### src/sv/rri_scan.sv
// Cursor bitmap scan accumulator: tracks the rightmost nonzero pixel and
// the lowest nonzero row over a stream of cursor bytes. No dependencies.
`default_nettype none
module rri_scan #(
   parameter int COL_W = 4,
   parameter int ROW_W = 6
) (
   input  wire logic             clock,
   input  wire logic             clear,
   input  wire logic             in_valid,
   input  wire logic [7:0]       data,
   input  wire logic [COL_W-1:0] col,
   input  wire logic [ROW_W-1:0] row,
   output logic      [6:0]       xmax,
   output logic      [6:0]       ymax
);
   logic [6:0] xmax_ff, xmax_in;
   logic [6:0] ymax_ff, ymax_in;
   logic [1:0] pix;
   logic [6:0] cand;

   always_comb begin
      // leftmost pixel sits in the top bits: last nonzero pair wins
      if (data[1:0] != 2'b00) begin
         pix = 2'd3;
      end else if (data[3:2] != 2'b00) begin
         pix = 2'd2;
      end else if (data[5:4] != 2'b00) begin
         pix = 2'd1;
      end else begin
         pix = 2'd0;
      end
      cand    = 7'({col, pix});
      xmax_in = xmax_ff;
      ymax_in = ymax_ff;
      if (clear) begin
         xmax_in = '0;
         ymax_in = '0;
      end else if (in_valid && (data != 8'h00)) begin
         ymax_in = 7'(row);
         if (cand > xmax_ff) begin
            xmax_in = cand;
         end
      end
   end

   always_ff @(posedge clock) begin
      xmax_ff <= xmax_in;
      ymax_ff <= ymax_in;
   end

   assign xmax = xmax_ff;
   assign ymax = ymax_ff;

endmodule
`default_nettype wire
### config.mk
export PLATFORM = sky130hd
export DESIGN_NAME = rri_scan
export DESIGN_NICKNAME = d
export VERILOG_FILES = /design/src/sv/rri_scan.sv
export SDC_FILE = /design/constraint.sdc
export NUM_CORES = 1
export LEC_CHECK = 0
export BUFFER_PORTS_ARGS = -buffer_cell sky130_fd_sc_hd__clkbuf_2
export CELL_PAD_IN_SITES_DETAIL_PLACEMENT = 1
export CELL_PAD_IN_SITES_GLOBAL_PLACEMENT = 1
export CORE_MARGIN = 1.5
export CORE_UTILIZATION = 27
export DETAILED_ROUTE_END_ITERATION = 7
export PLACE_DENSITY = 0.69
export SYNTH_ARGS = -nofsm -noshare
export SYNTH_HDL_FRONTEND = slang
export SYNTH_SLANG_ARGS = --single-unit
### constraint.sdc
create_clock -name clock -period 1.89 [get_ports clock]
set_clock_uncertainty 0.1 [all_clocks]
set_input_delay 0.0945 -clock clock [delete_from_list [all_inputs] [get_ports clock]]
set_output_delay 0.0945 -clock clock [all_outputs]
set_load 0.02 [all_outputs]
Word level (Yosys, flattened, before mapping)
Cells that the tools add are included.

Register bits: 12. Input port bits: 21. Output and inout bits: 14. Logic and storage cells: 12.

Order comparisons: 1. Multiplexer cells: 3. Reduce and logical (&&, ||, !) cells: 6.

Operators with widths (count): $reduce_bool 8->1 (1); $gt 6x6->1 (1); $reduce_bool 2->1 (3); $mux 2 (2); $reduce_and 2->1 (1); $logic_and 1x1->1 (1); $mux 1 (1).

Logic depth before layout (Yosys ltp)
Gate-level depths: netlist (run 1).

Word-level depth: 6. Gate-level depth with buffers: 8. Depth with buffers taken out: 8.

Worst setup path after synthesis (run 1)
No wires, ideal clock.

Path kind: in2reg. Start point: input data[3]. End point: register xmax_ff[0] (netlist: xmax[0]). Setup time: 0.072 ns. Arrival: 1.867 ns. Data required time: 1.718 ns. Setup slack: -0.149 ns. Stages on the path: 6. Buffers on the path: 0. Cells stage by stage: or4_4 -> ha_1 -> nor2b_1 -> o21ai_0 -> a311oi_4 -> mux2i_1.

Longest elaborated chain between the ends: 5. Elaborated cells between the ends (all ways): 7. Those cells by class: 1 x order compare; 2 x mux; 4 x reduce/logical.

Ends and longest elaborated chain: start: declaration (line 11) `input wire logic [7:0] data,`; $reduce_bool 2->1 (line 26) `end else if (data[3:2] != 2'b00) begin`; $mux 2 (line 26); $mux 2 (line 24) `if (data[1:0] != 2'b00) begin`; $gt 6x6->1 (line 41) `if (cand > xmax_ff) begin`; $reduce_and 2->1 (no source line); end signal: assignment (line 48) `xmax_ff <= xmax_in;`; end: declaration (line 17) `logic [6:0] xmax_ff, xmax_in;`.

Several ways; a longest one is shown, not always the timed one. A chain may end at the register's enable or synchronous reset.

Worst setup path after layout (run 1)
Start point: input data[0]. End point: register xmax_ff[5] (netlist: xmax[5]).

Longest elaborated chain between the ends: 4. Elaborated cells between the ends (all ways): 6. Those cells by class: 1 x order compare; 1 x mux; 4 x reduce/logical.

Ends and longest elaborated chain: $reduce_bool 2->1 (line 24); $mux 2 (line 24); named net pix[1] (line 19) `logic [1:0] pix;`; $gt 6x6->1 (line 41); $reduce_and 2->1 (no source line).

The timed path passes the listed nets, and every way through them passes these cells.

==> results.tsv, run 1 <==
metric	value	unit
status	finished, final reports clean	
cts_tree	built	
firstDrtPassIters	2	
startpoint	data[0]	
dieArea	2790	um^2
io_buffers	32	
comb_power_share	0.340	
area_growth	74.6	%
layout-drive-gt1-share	0.500	
fmax	541	MHz
seq_area_frac_synth	0.358	
io_pins	35	
hpwlAfterDp	1450	um
via_per_inst	4.45	
pwr-share-seq	0.391	
route.detailed.drc	0	
powerDensity	628	nW/um^2
rows	17	
clock-sinks	12	
coreArea	2280	um^2
worst-path-max-fanout	2	
finalHoldViolCount	0	
synth.cell_area	671	um^2
grt_pass1_vias	685	
peakVddDrop	0.489	mV
netlist.area_leader.share	0.358	
root_buffer	clkbuf_4	
p_int	0.523	mW
stdcell_count	156	
place.gp.congestion	0.694	
dieWidth	52.8	um
synth_area_per_cell	9.31	um^2
hp-class	in2reg	
finalWirelength	1910	um
grt_max_degree	13	
antenna_found_initial	0	
die_height	52.8	um
design_power_total	0.736	mW
finish.net_count	156	
ys_types	22	
synthCells	72	
stdcell_area	1170	um^2
synth_top_area_cell	dfxtp_1	
maxSlewViolCount	0	
setup.worst_path.end_class	register	
htree_levels	1	
timing.final.crit_share	0.978	
p_sw_frac	0.290	
start_util	0.295	
grt.total_usage	0.139	
grt_pass1_wl	2800	um
cp-start-kind	primary input	
dp.cells	139	
ys_seq_elements	12	
critPathKind	in2reg	
p_leak	0.566	nW
antennaDiodeCount	0	
yosys-top-cells-area	dfxtp_1 36%, mux2i_1 18%, ha_1 11%	
reg2reg_from	xmax[2]	
clock_latency	0.27	ns
drv_cap	0	
grt_overflow_total	0	
via_count	694	
power_frac_clock	0.269	
finalSetupViolations	0	
clkTransAtPathRegs	0.07	ns
crit_required	1.98	ns
wl_per_cell	12.2	um
cts_buffer_depth	2	
power.switching	0.213	mW
cts_made_buffers	3	
hold_path_startpoint	data[1]	
arrival	1.94	ns
ys_warn_count	0	
min_period	1.85	ns
antenna_left	0	
dpl-instance-area	947	um^2
first_iter_violations	1	
worst max-delay path, cell delays in order:
cell and delay, ns:
clkbuf_2 0.10, or4_4 0.55, ha_4 0.29, nor2b_4 0.13, o21ai_2 0.07, a311oi_4 0.34
buf_4 0.19, mux2i_1 0.18
through the flow:
step	utilization	TNS [ns]	hold WS (ns)	worst slack, ns
global placement	0.416	-0.791	0.235	-0.169
finish	0.515	0	0.153	0.0424
CTS	0.482	0	0.152	0.0133
global route	0.515	-0.0129	0.176	-0.00675
detailed placement	0.416	-1.18	0.243	-0.219
floorplan	-	-0.477	0.0669	-0.0821
registers in the layout, indices dropped and copies added, names as in the netlist:
| name | flops |
|---|---|
| xmax | 6 |
| ymax | 6 |
cells in the mapped netlist:
cell type   n
conb_1      1
dfxtp_1    12
and3_1      1
clkbuf_1    1
a311oi_4    1
a21o_1      1
nor3_1      2
mux2i_1    12
o21ai_0     1
ha_1        6
or4_1       1
nand2_1    11
nor2_1      7
nand3_1     1
o31ai_1     1
a21oi_1     1
or4_4       1
inv_1       6
and4_1      1
nor2b_1     1
o21ai_4     1
buf_4       2
power groups by stage:
stage                     logic, mW  clock network, mW  registers (mW)
after floorplan              0.0889                  0           0.317
after global placement        0.194                  0           0.292
after detailed placement      0.203                  0           0.293
after CTS                     0.224              0.208           0.287
after global routing          0.274              0.225           0.291
final                         0.250              0.198           0.288
kinds of logic after synthesis:
kind of cell    synth area share
compound gates             0.101
fa+ha+maj                  0.112
simple gates               0.183
flops                      0.358
other cells              0.00559
buf+inv                   0.0616
mux                        0.179
final cells by class:
| class | count | area (um^2) |
|---|---|---|
| inverter | 6 | 22.5 |
| timing repair buffer | 54 | 369 |
| tap | 28 | 35.0 |
| fill | 262 | 1100 |
| clock buffer | 4 | 36.3 |
| sequential | 12 | 246 |
| multi-input combinational | 52 | 462 |
per-layer routing:
layer / part of all wire / GRT usage / vias up
met5: 0 / 0 / -
met4: 0 / 0.0128 / 0
met3: 0.059 / 0.0514 / 0
met2: 0.54 / 0.277 / 23
met1: 0.41 / 0.138 / 316
li1: - / - / 355
path summary, 6_finish.rpt:
kind	to	slack, ns	cells after the start
worst min-delay path	xmax[0]	0.15	4
worst min register to register	xmax[1]	0.37	2
worst max-delay path	xmax[5]	0.04	8
worst max register to register	xmax[5]	0.05	7
cell usage in the layout, fill, tap and decap left out:
cell type,instances
nand3_1,1
a311oi_4,1
nor3_1,2
clkbuf_8,1
nand2_1,11
inv_1,5
or4_1,1
dfxtp_2,5
o31ai_1,1
ha_4,4
buf_6,1
ha_1,2
mux2i_1,12
or4_4,1
o21ai_2,1
dlygate4sd3_1,11
clkbuf_2,32
clkbuf_4,3
o21ai_4,1
and4_4,1
and3_4,1
nor2_1,7
a21oi_1,1
a21o_1,1
nor2b_4,1
inv_2,1
buf_4,9
conb_1,2
buf_12,1
dfxtp_1,7
timing repair:
item	in CTS	in global routing
setup endpoints to repair	5	6
setup buffers	0	2
pin swaps	1	3
gates resized for setup	1	11
hold buffers	11	0
hold endpoints to repair	10	0
Note: power is estimated with default switching activity, not from simulation.
==> run 2: changes to the inputs <==
==> constraint.sdc (replaced) <==
create_clock -name clock -period 1.89 [get_ports clock]
set_clock_uncertainty 0.1 [all_clocks]
set_input_delay 0.2835 -clock clock [delete_from_list [all_inputs] [get_ports clock]]
set_output_delay 0.2835 -clock clock [all_outputs]
set_load 0.02 [all_outputs]
==> run 2 against run 1 <==
Effect of this change: non-clock buffer count decreased by 11; maximum frequency shrank 5.8%; cell count fell by 7.1%; the flow now finishes with violations (setup timing); total power is 5.2% lower; largest power group unchanged; critical endpoint is now xmax[4]; final area fell by 13%; clock-buffer cell count unchanged; global-route usage grew 0.45 points.
==> results.tsv, run 2 (synthesized netlist as in run 1, its figures left out) <==
metric	value	unit
root_buffer	clkbuf_4	
via_per_inst	4.57	
cts-hold-fix-buffers	0	
htree_levels	1	
finalHoldViolCount	0	
design_power_total	0.697	mW
whs	0.149	ns
antenna_found_initial	0	
setup.worst_path.end_class	register	
place_ws	-0.372	ns
layout-drive-gt1-share	0.462	
grtUsageMet3	0.0514	
place.gp.congestion	0.689	
multi_input_area	419	um^2
dpl-instance-area	951	um^2
fin_ws	-0.0721	ns
area.sequential	240	um^2
met1_usage	0.160	
grt_pass1_wl	2880	um
finalWirelength	1700	um
finish.net_count	145	
use_met2	0.248	
nFillCells	281	
clock-sinks	12	
critPathKind	in2reg	
area_growth	51.9	%
firstDrtPassIters	4	
wl_per_cell	11.7	um
grt_pass1_vias	668	
layout_common_cells	31 x clkbuf_2, 12 x mux2i_1, 12 x dfxtp_1	
violations	setup timing	
worst-path-max-fanout	2	
grt.total_usage	0.143	
hp-class	in2reg	
io_pins	35	
tns	-0.291	ns
route.detailed.drc	0	
p_leak	0.520	nW
maxSlewViolCount	0	
rows	17	
clkTransAtPathRegs	0.07	ns
dieArea	2790	um^2
powerDensity	685	nW/um^2
first_iter_violations	2	
status	complete, but fails checks	
die_height	52.8	um
antennaDiodeCount	0	
cts_tree	built	
fmax	510	MHz
peakVddDrop	0.411	mV
arrival	2.06	ns
hpwlAfterDp	1420	um
clock_latency	0.27	ns
finalSetupViolations	6	
cts_buffer_depth	2	
start_util	0.295	
cp-start-kind	primary input	
grt_max_degree	13	
io_buffers	32	
antenna_left	0	
timing.final.crit_share	1.04	
cts_made_buffers	3	
crit_required	1.98	ns
min_period	1.96	ns
layout_commonest_cell	clkbuf_2	
via_count	663	
grt_overflow_total	0	
rsz0062_at_grt	true	
busiest_layer	met2	
dieWidth	52.8	um
drv_cap	0	
coreArea	2280	um^2
stdcell_area	1020	um^2
==> run 2: critical path, cell delays in order <==
cell and delay [ns]:
buf_6 0.09, or4_4 0.55, ha_4 0.28, nor2b_4 0.13, o21ai_2 0.07, a311oi_4 0.29, buf_4 0.18, mux2i_1 0.18
==> run 2: power by group <==
part	internal [mW]	total, mW	switching [mW]
sequential	0.273	0.286	0.0127
clock	0.117	0.196	0.0788
combinational	0.107	0.216	0.108
total	0.497	0.697	0.200
==> run 2: per-layer routing <==
metal  up-vias  share of wire
li1        332              -
met1       304           0.41
met2        22           0.51
met3         5          0.063
met4         0          0.016
met5         -              0
==> run 2: final timing paths <==
kind | startpoint | endpoint | slack (ns) | cells after the start
setup / recovery | data[3] | xmax[4] | -0.07 | 8
hold / removal | row[0] | ymax[0] | 0.15 | 3
setup reg to reg | xmax[3] | xmax[4] | -0.01 | 7
hold reg to reg | xmax[1] | xmax[1] | 0.39 | 2
==> run 2: area by class of cell <==
| type | count | area share |
|---|---|---|
| tap | 28 | 0.0344 |
| sequential | 12 | 0.236 |
| inverter | 6 | 0.0221 |
| clock buffer | 4 | 0.0356 |
| multi-input combinational | 52 | 0.412 |
| timing repair buffer | 43 | 0.260 |
==> run 2: stage by stage <==
| stage | util | std cells |
|---|---|---|
| 2_1_floorplan | - | 73 |
| 3_3_place_gp | 0.418 | 140 |
| 3_5_place_dp | 0.418 | 140 |
| 4_1_cts | 0.444 | 145 |
| 5_1_grt | 0.447 | 145 |
| 6_report | 0.447 | 145 |
==> run 2: repair_timing <==
item / 4_1_cts / 5_1_grt
gates cloned: 0 / 0
setup endpoints to repair: 6 / 6
setup buffers: 1 / 0
gates resized for setup: 4 / 2
pin swaps: 2 / 2
==> run 3: changes to the inputs <==
--- a/config.mk
+++ b/config.mk
@@ -11,7 +11,7 @@
 export CORE_MARGIN = 1.5
 export CORE_UTILIZATION = 27
 export DETAILED_ROUTE_END_ITERATION = 7
-export PLACE_DENSITY = 0.69
+export PLACE_DENSITY_LB_ADDON = 0.1
 export SYNTH_ARGS = -nofsm -noshare
 export SYNTH_HDL_FRONTEND = slang
 export SYNTH_SLANG_ARGS = --single-unit
==> run 3 against run 2 <==
Effect of this change: the flow still finishes with violations (setup timing); critical path depth did not move; clock power is 5% higher; maximum frequency rose by 1.2%; sequential power about the same; combinational power down 3%; total power is 0.63% higher; global-route usage is 0.41 points higher; cell count decreased by 1.4%; setup slack improved by 0.024 ns; clock-buffer cell count did not move; first-iteration DRC count rose to 3.5 times the previous value; via count decreased by 0.90%; critical endpoint is now xmax[3]; highest routed layer unchanged.
==> results.tsv, run 3 (synthesized netlist as in run 1, its figures left out) <==
metric	value	unit
status	complete, but fails checks	
violations	setup timing	
design_power_total	0.702	mW
start_util	0.295	
die_height	52.8	um
antennaDiodeCount	0	
hpwlAfterDp	1390	um
fmax	516	MHz
io_pins	35	
dp.cells	137	
p_leak	0.509	nW
drv_cap	0	
critPathKind	in2reg	
area_growth	49.6	%
peakVddDrop	0.459	mV
cpPeakStageDelay	0.55	ns
root_buffer	clkbuf_4	
p_sw_frac	0.298	
timing.final.crit_share	1.03	
cp-start-kind	primary input	
cts_made_buffers	3	
finalWirelength	1770	um
io_buffers	32	
power.switching	0.209	mW
setup.worst_path.end_class	register	
finalHoldViolCount	0	
first_iter_violations	7	
grt.total_usage	0.147	
grt_pass1_wl	2880	um
finalSetupViolations	6	
maxSlewViolCount	0	
dieArea	2790	um^2
tns	-0.254	ns
wl_per_cell	12.3	um
layout-drive-gt1-share	0.461	
via_count	657	
finish.net_count	143	
clock_latency	0.27	ns
worstPathCellList	buf_6, or4_4, ha_4, nor2b_4, o21ai_2, a311oi_4, buf_6, mux2i_1	
dieWidth	52.8	um
hp-class	in2reg	
cp_common_cell	buf_6	
grt_overflow_total	0	
rsz0062_at_grt	true	
via_per_inst	4.59	
layout_commonest_cell	clkbuf_2	
pwr-share-seq	0.408	
rrSetupSlack	-0.01	ns
place_ws	-0.445	ns
coreArea	2280	um^2
crit_required	2.00	ns
grt_pass1_vias	668	
worst-path-max-fanout	4	
antenna_found_initial	0	
clkTransAtPathRegs	0.08	ns
p_int	0.493	mW
clock-sinks	12	
antenna_left	0	
cts_tree	built	
powerDensity	699	nW/um^2
stdcell_count	143	
comb_power_share	0.300	
grt_max_degree	13	
final_util	0.441	
min_period	1.94	ns
htree_levels	1	
firstDrtPassIters	4	
cts_buffer_depth	2	
layout_common_cells	31 x clkbuf_2, 12 x mux2i_1, 11 x nand2_1	
critPathSlowestCell	or4_4	
power_frac_clock	0.292	
place.gp.congestion	0.741	
arrival	2.05	ns
rows	17	
route.detailed.drc	0	
fin_ws	-0.0480	ns
==> run 3: per-stage QoR <==
stage,hold slack [ns],cell area (um^2)
after CTS,0.136,995
after global routing,0.147,1000
after detailed placement,0.377,928
after global placement,0.358,928
final,0.140,1000
after floorplan,0.256,687
==> run 3: final cells by class <==
type | count | area, um^2
tap | 28 | 35.0
timing repair buffer | 41 | 250
inverter | 6 | 22.5
multi-input combinational | 52 | 417
clock buffer | 4 | 36.3
fill | 278 | 1270
sequential | 12 | 243
==> run 3: worst paths after layout <==
kind | endpoint | startpoint | depth (start not counted)
hold / removal | xmax[2] | col[0] | 3
hold reg to reg | xmax[4] | xmax[4] | 2
setup / recovery | xmax[3] | data[0] | 8
setup reg to reg | xmax[3] | xmax[4] | 7
==> run 3: power by group through the flow <==
stage	sequential (mW)	combinational, mW	clock [mW]
after global routing	0.289	0.232	0.226
after CTS	0.286	0.213	0.217
final	0.286	0.210	0.205
after global placement	0.291	0.193	0
after floorplan	0.316	0.0889	0
after detailed placement	0.292	0.199	0
==> run 3: what timing repair did <==
item | 4_1_cts | 5_1_grt
setup endpoints to repair | 6 | 6
buffers inserted | 2 | 0
hold buffers | 0 | 0
resized for setup | 4 | 3
pin swaps | 2 | 1
==> run 3: worst max-delay path: cells and delay by family <==
family | cells | cell delay [ns]
and+or+nand+nor | 2 | 0.68
muxes | 1 | 0.18
adders and majority gates | 1 | 0.29
buffers and inverters | 2 | 0.26
AOI/OAI and AO/OA | 2 | 0.35
==> run 3: metal layers <==
metal | GRT usage | routed length [um] | part of all wire
met3 | 0.0343 | 121 | 0.069
met1 | 0.168 | 770 | 0.44
met5 | 0 | 0 | 0
met2 | 0.246 | 833 | 0.47
met4 | 0.0897 | 40 | 0.023
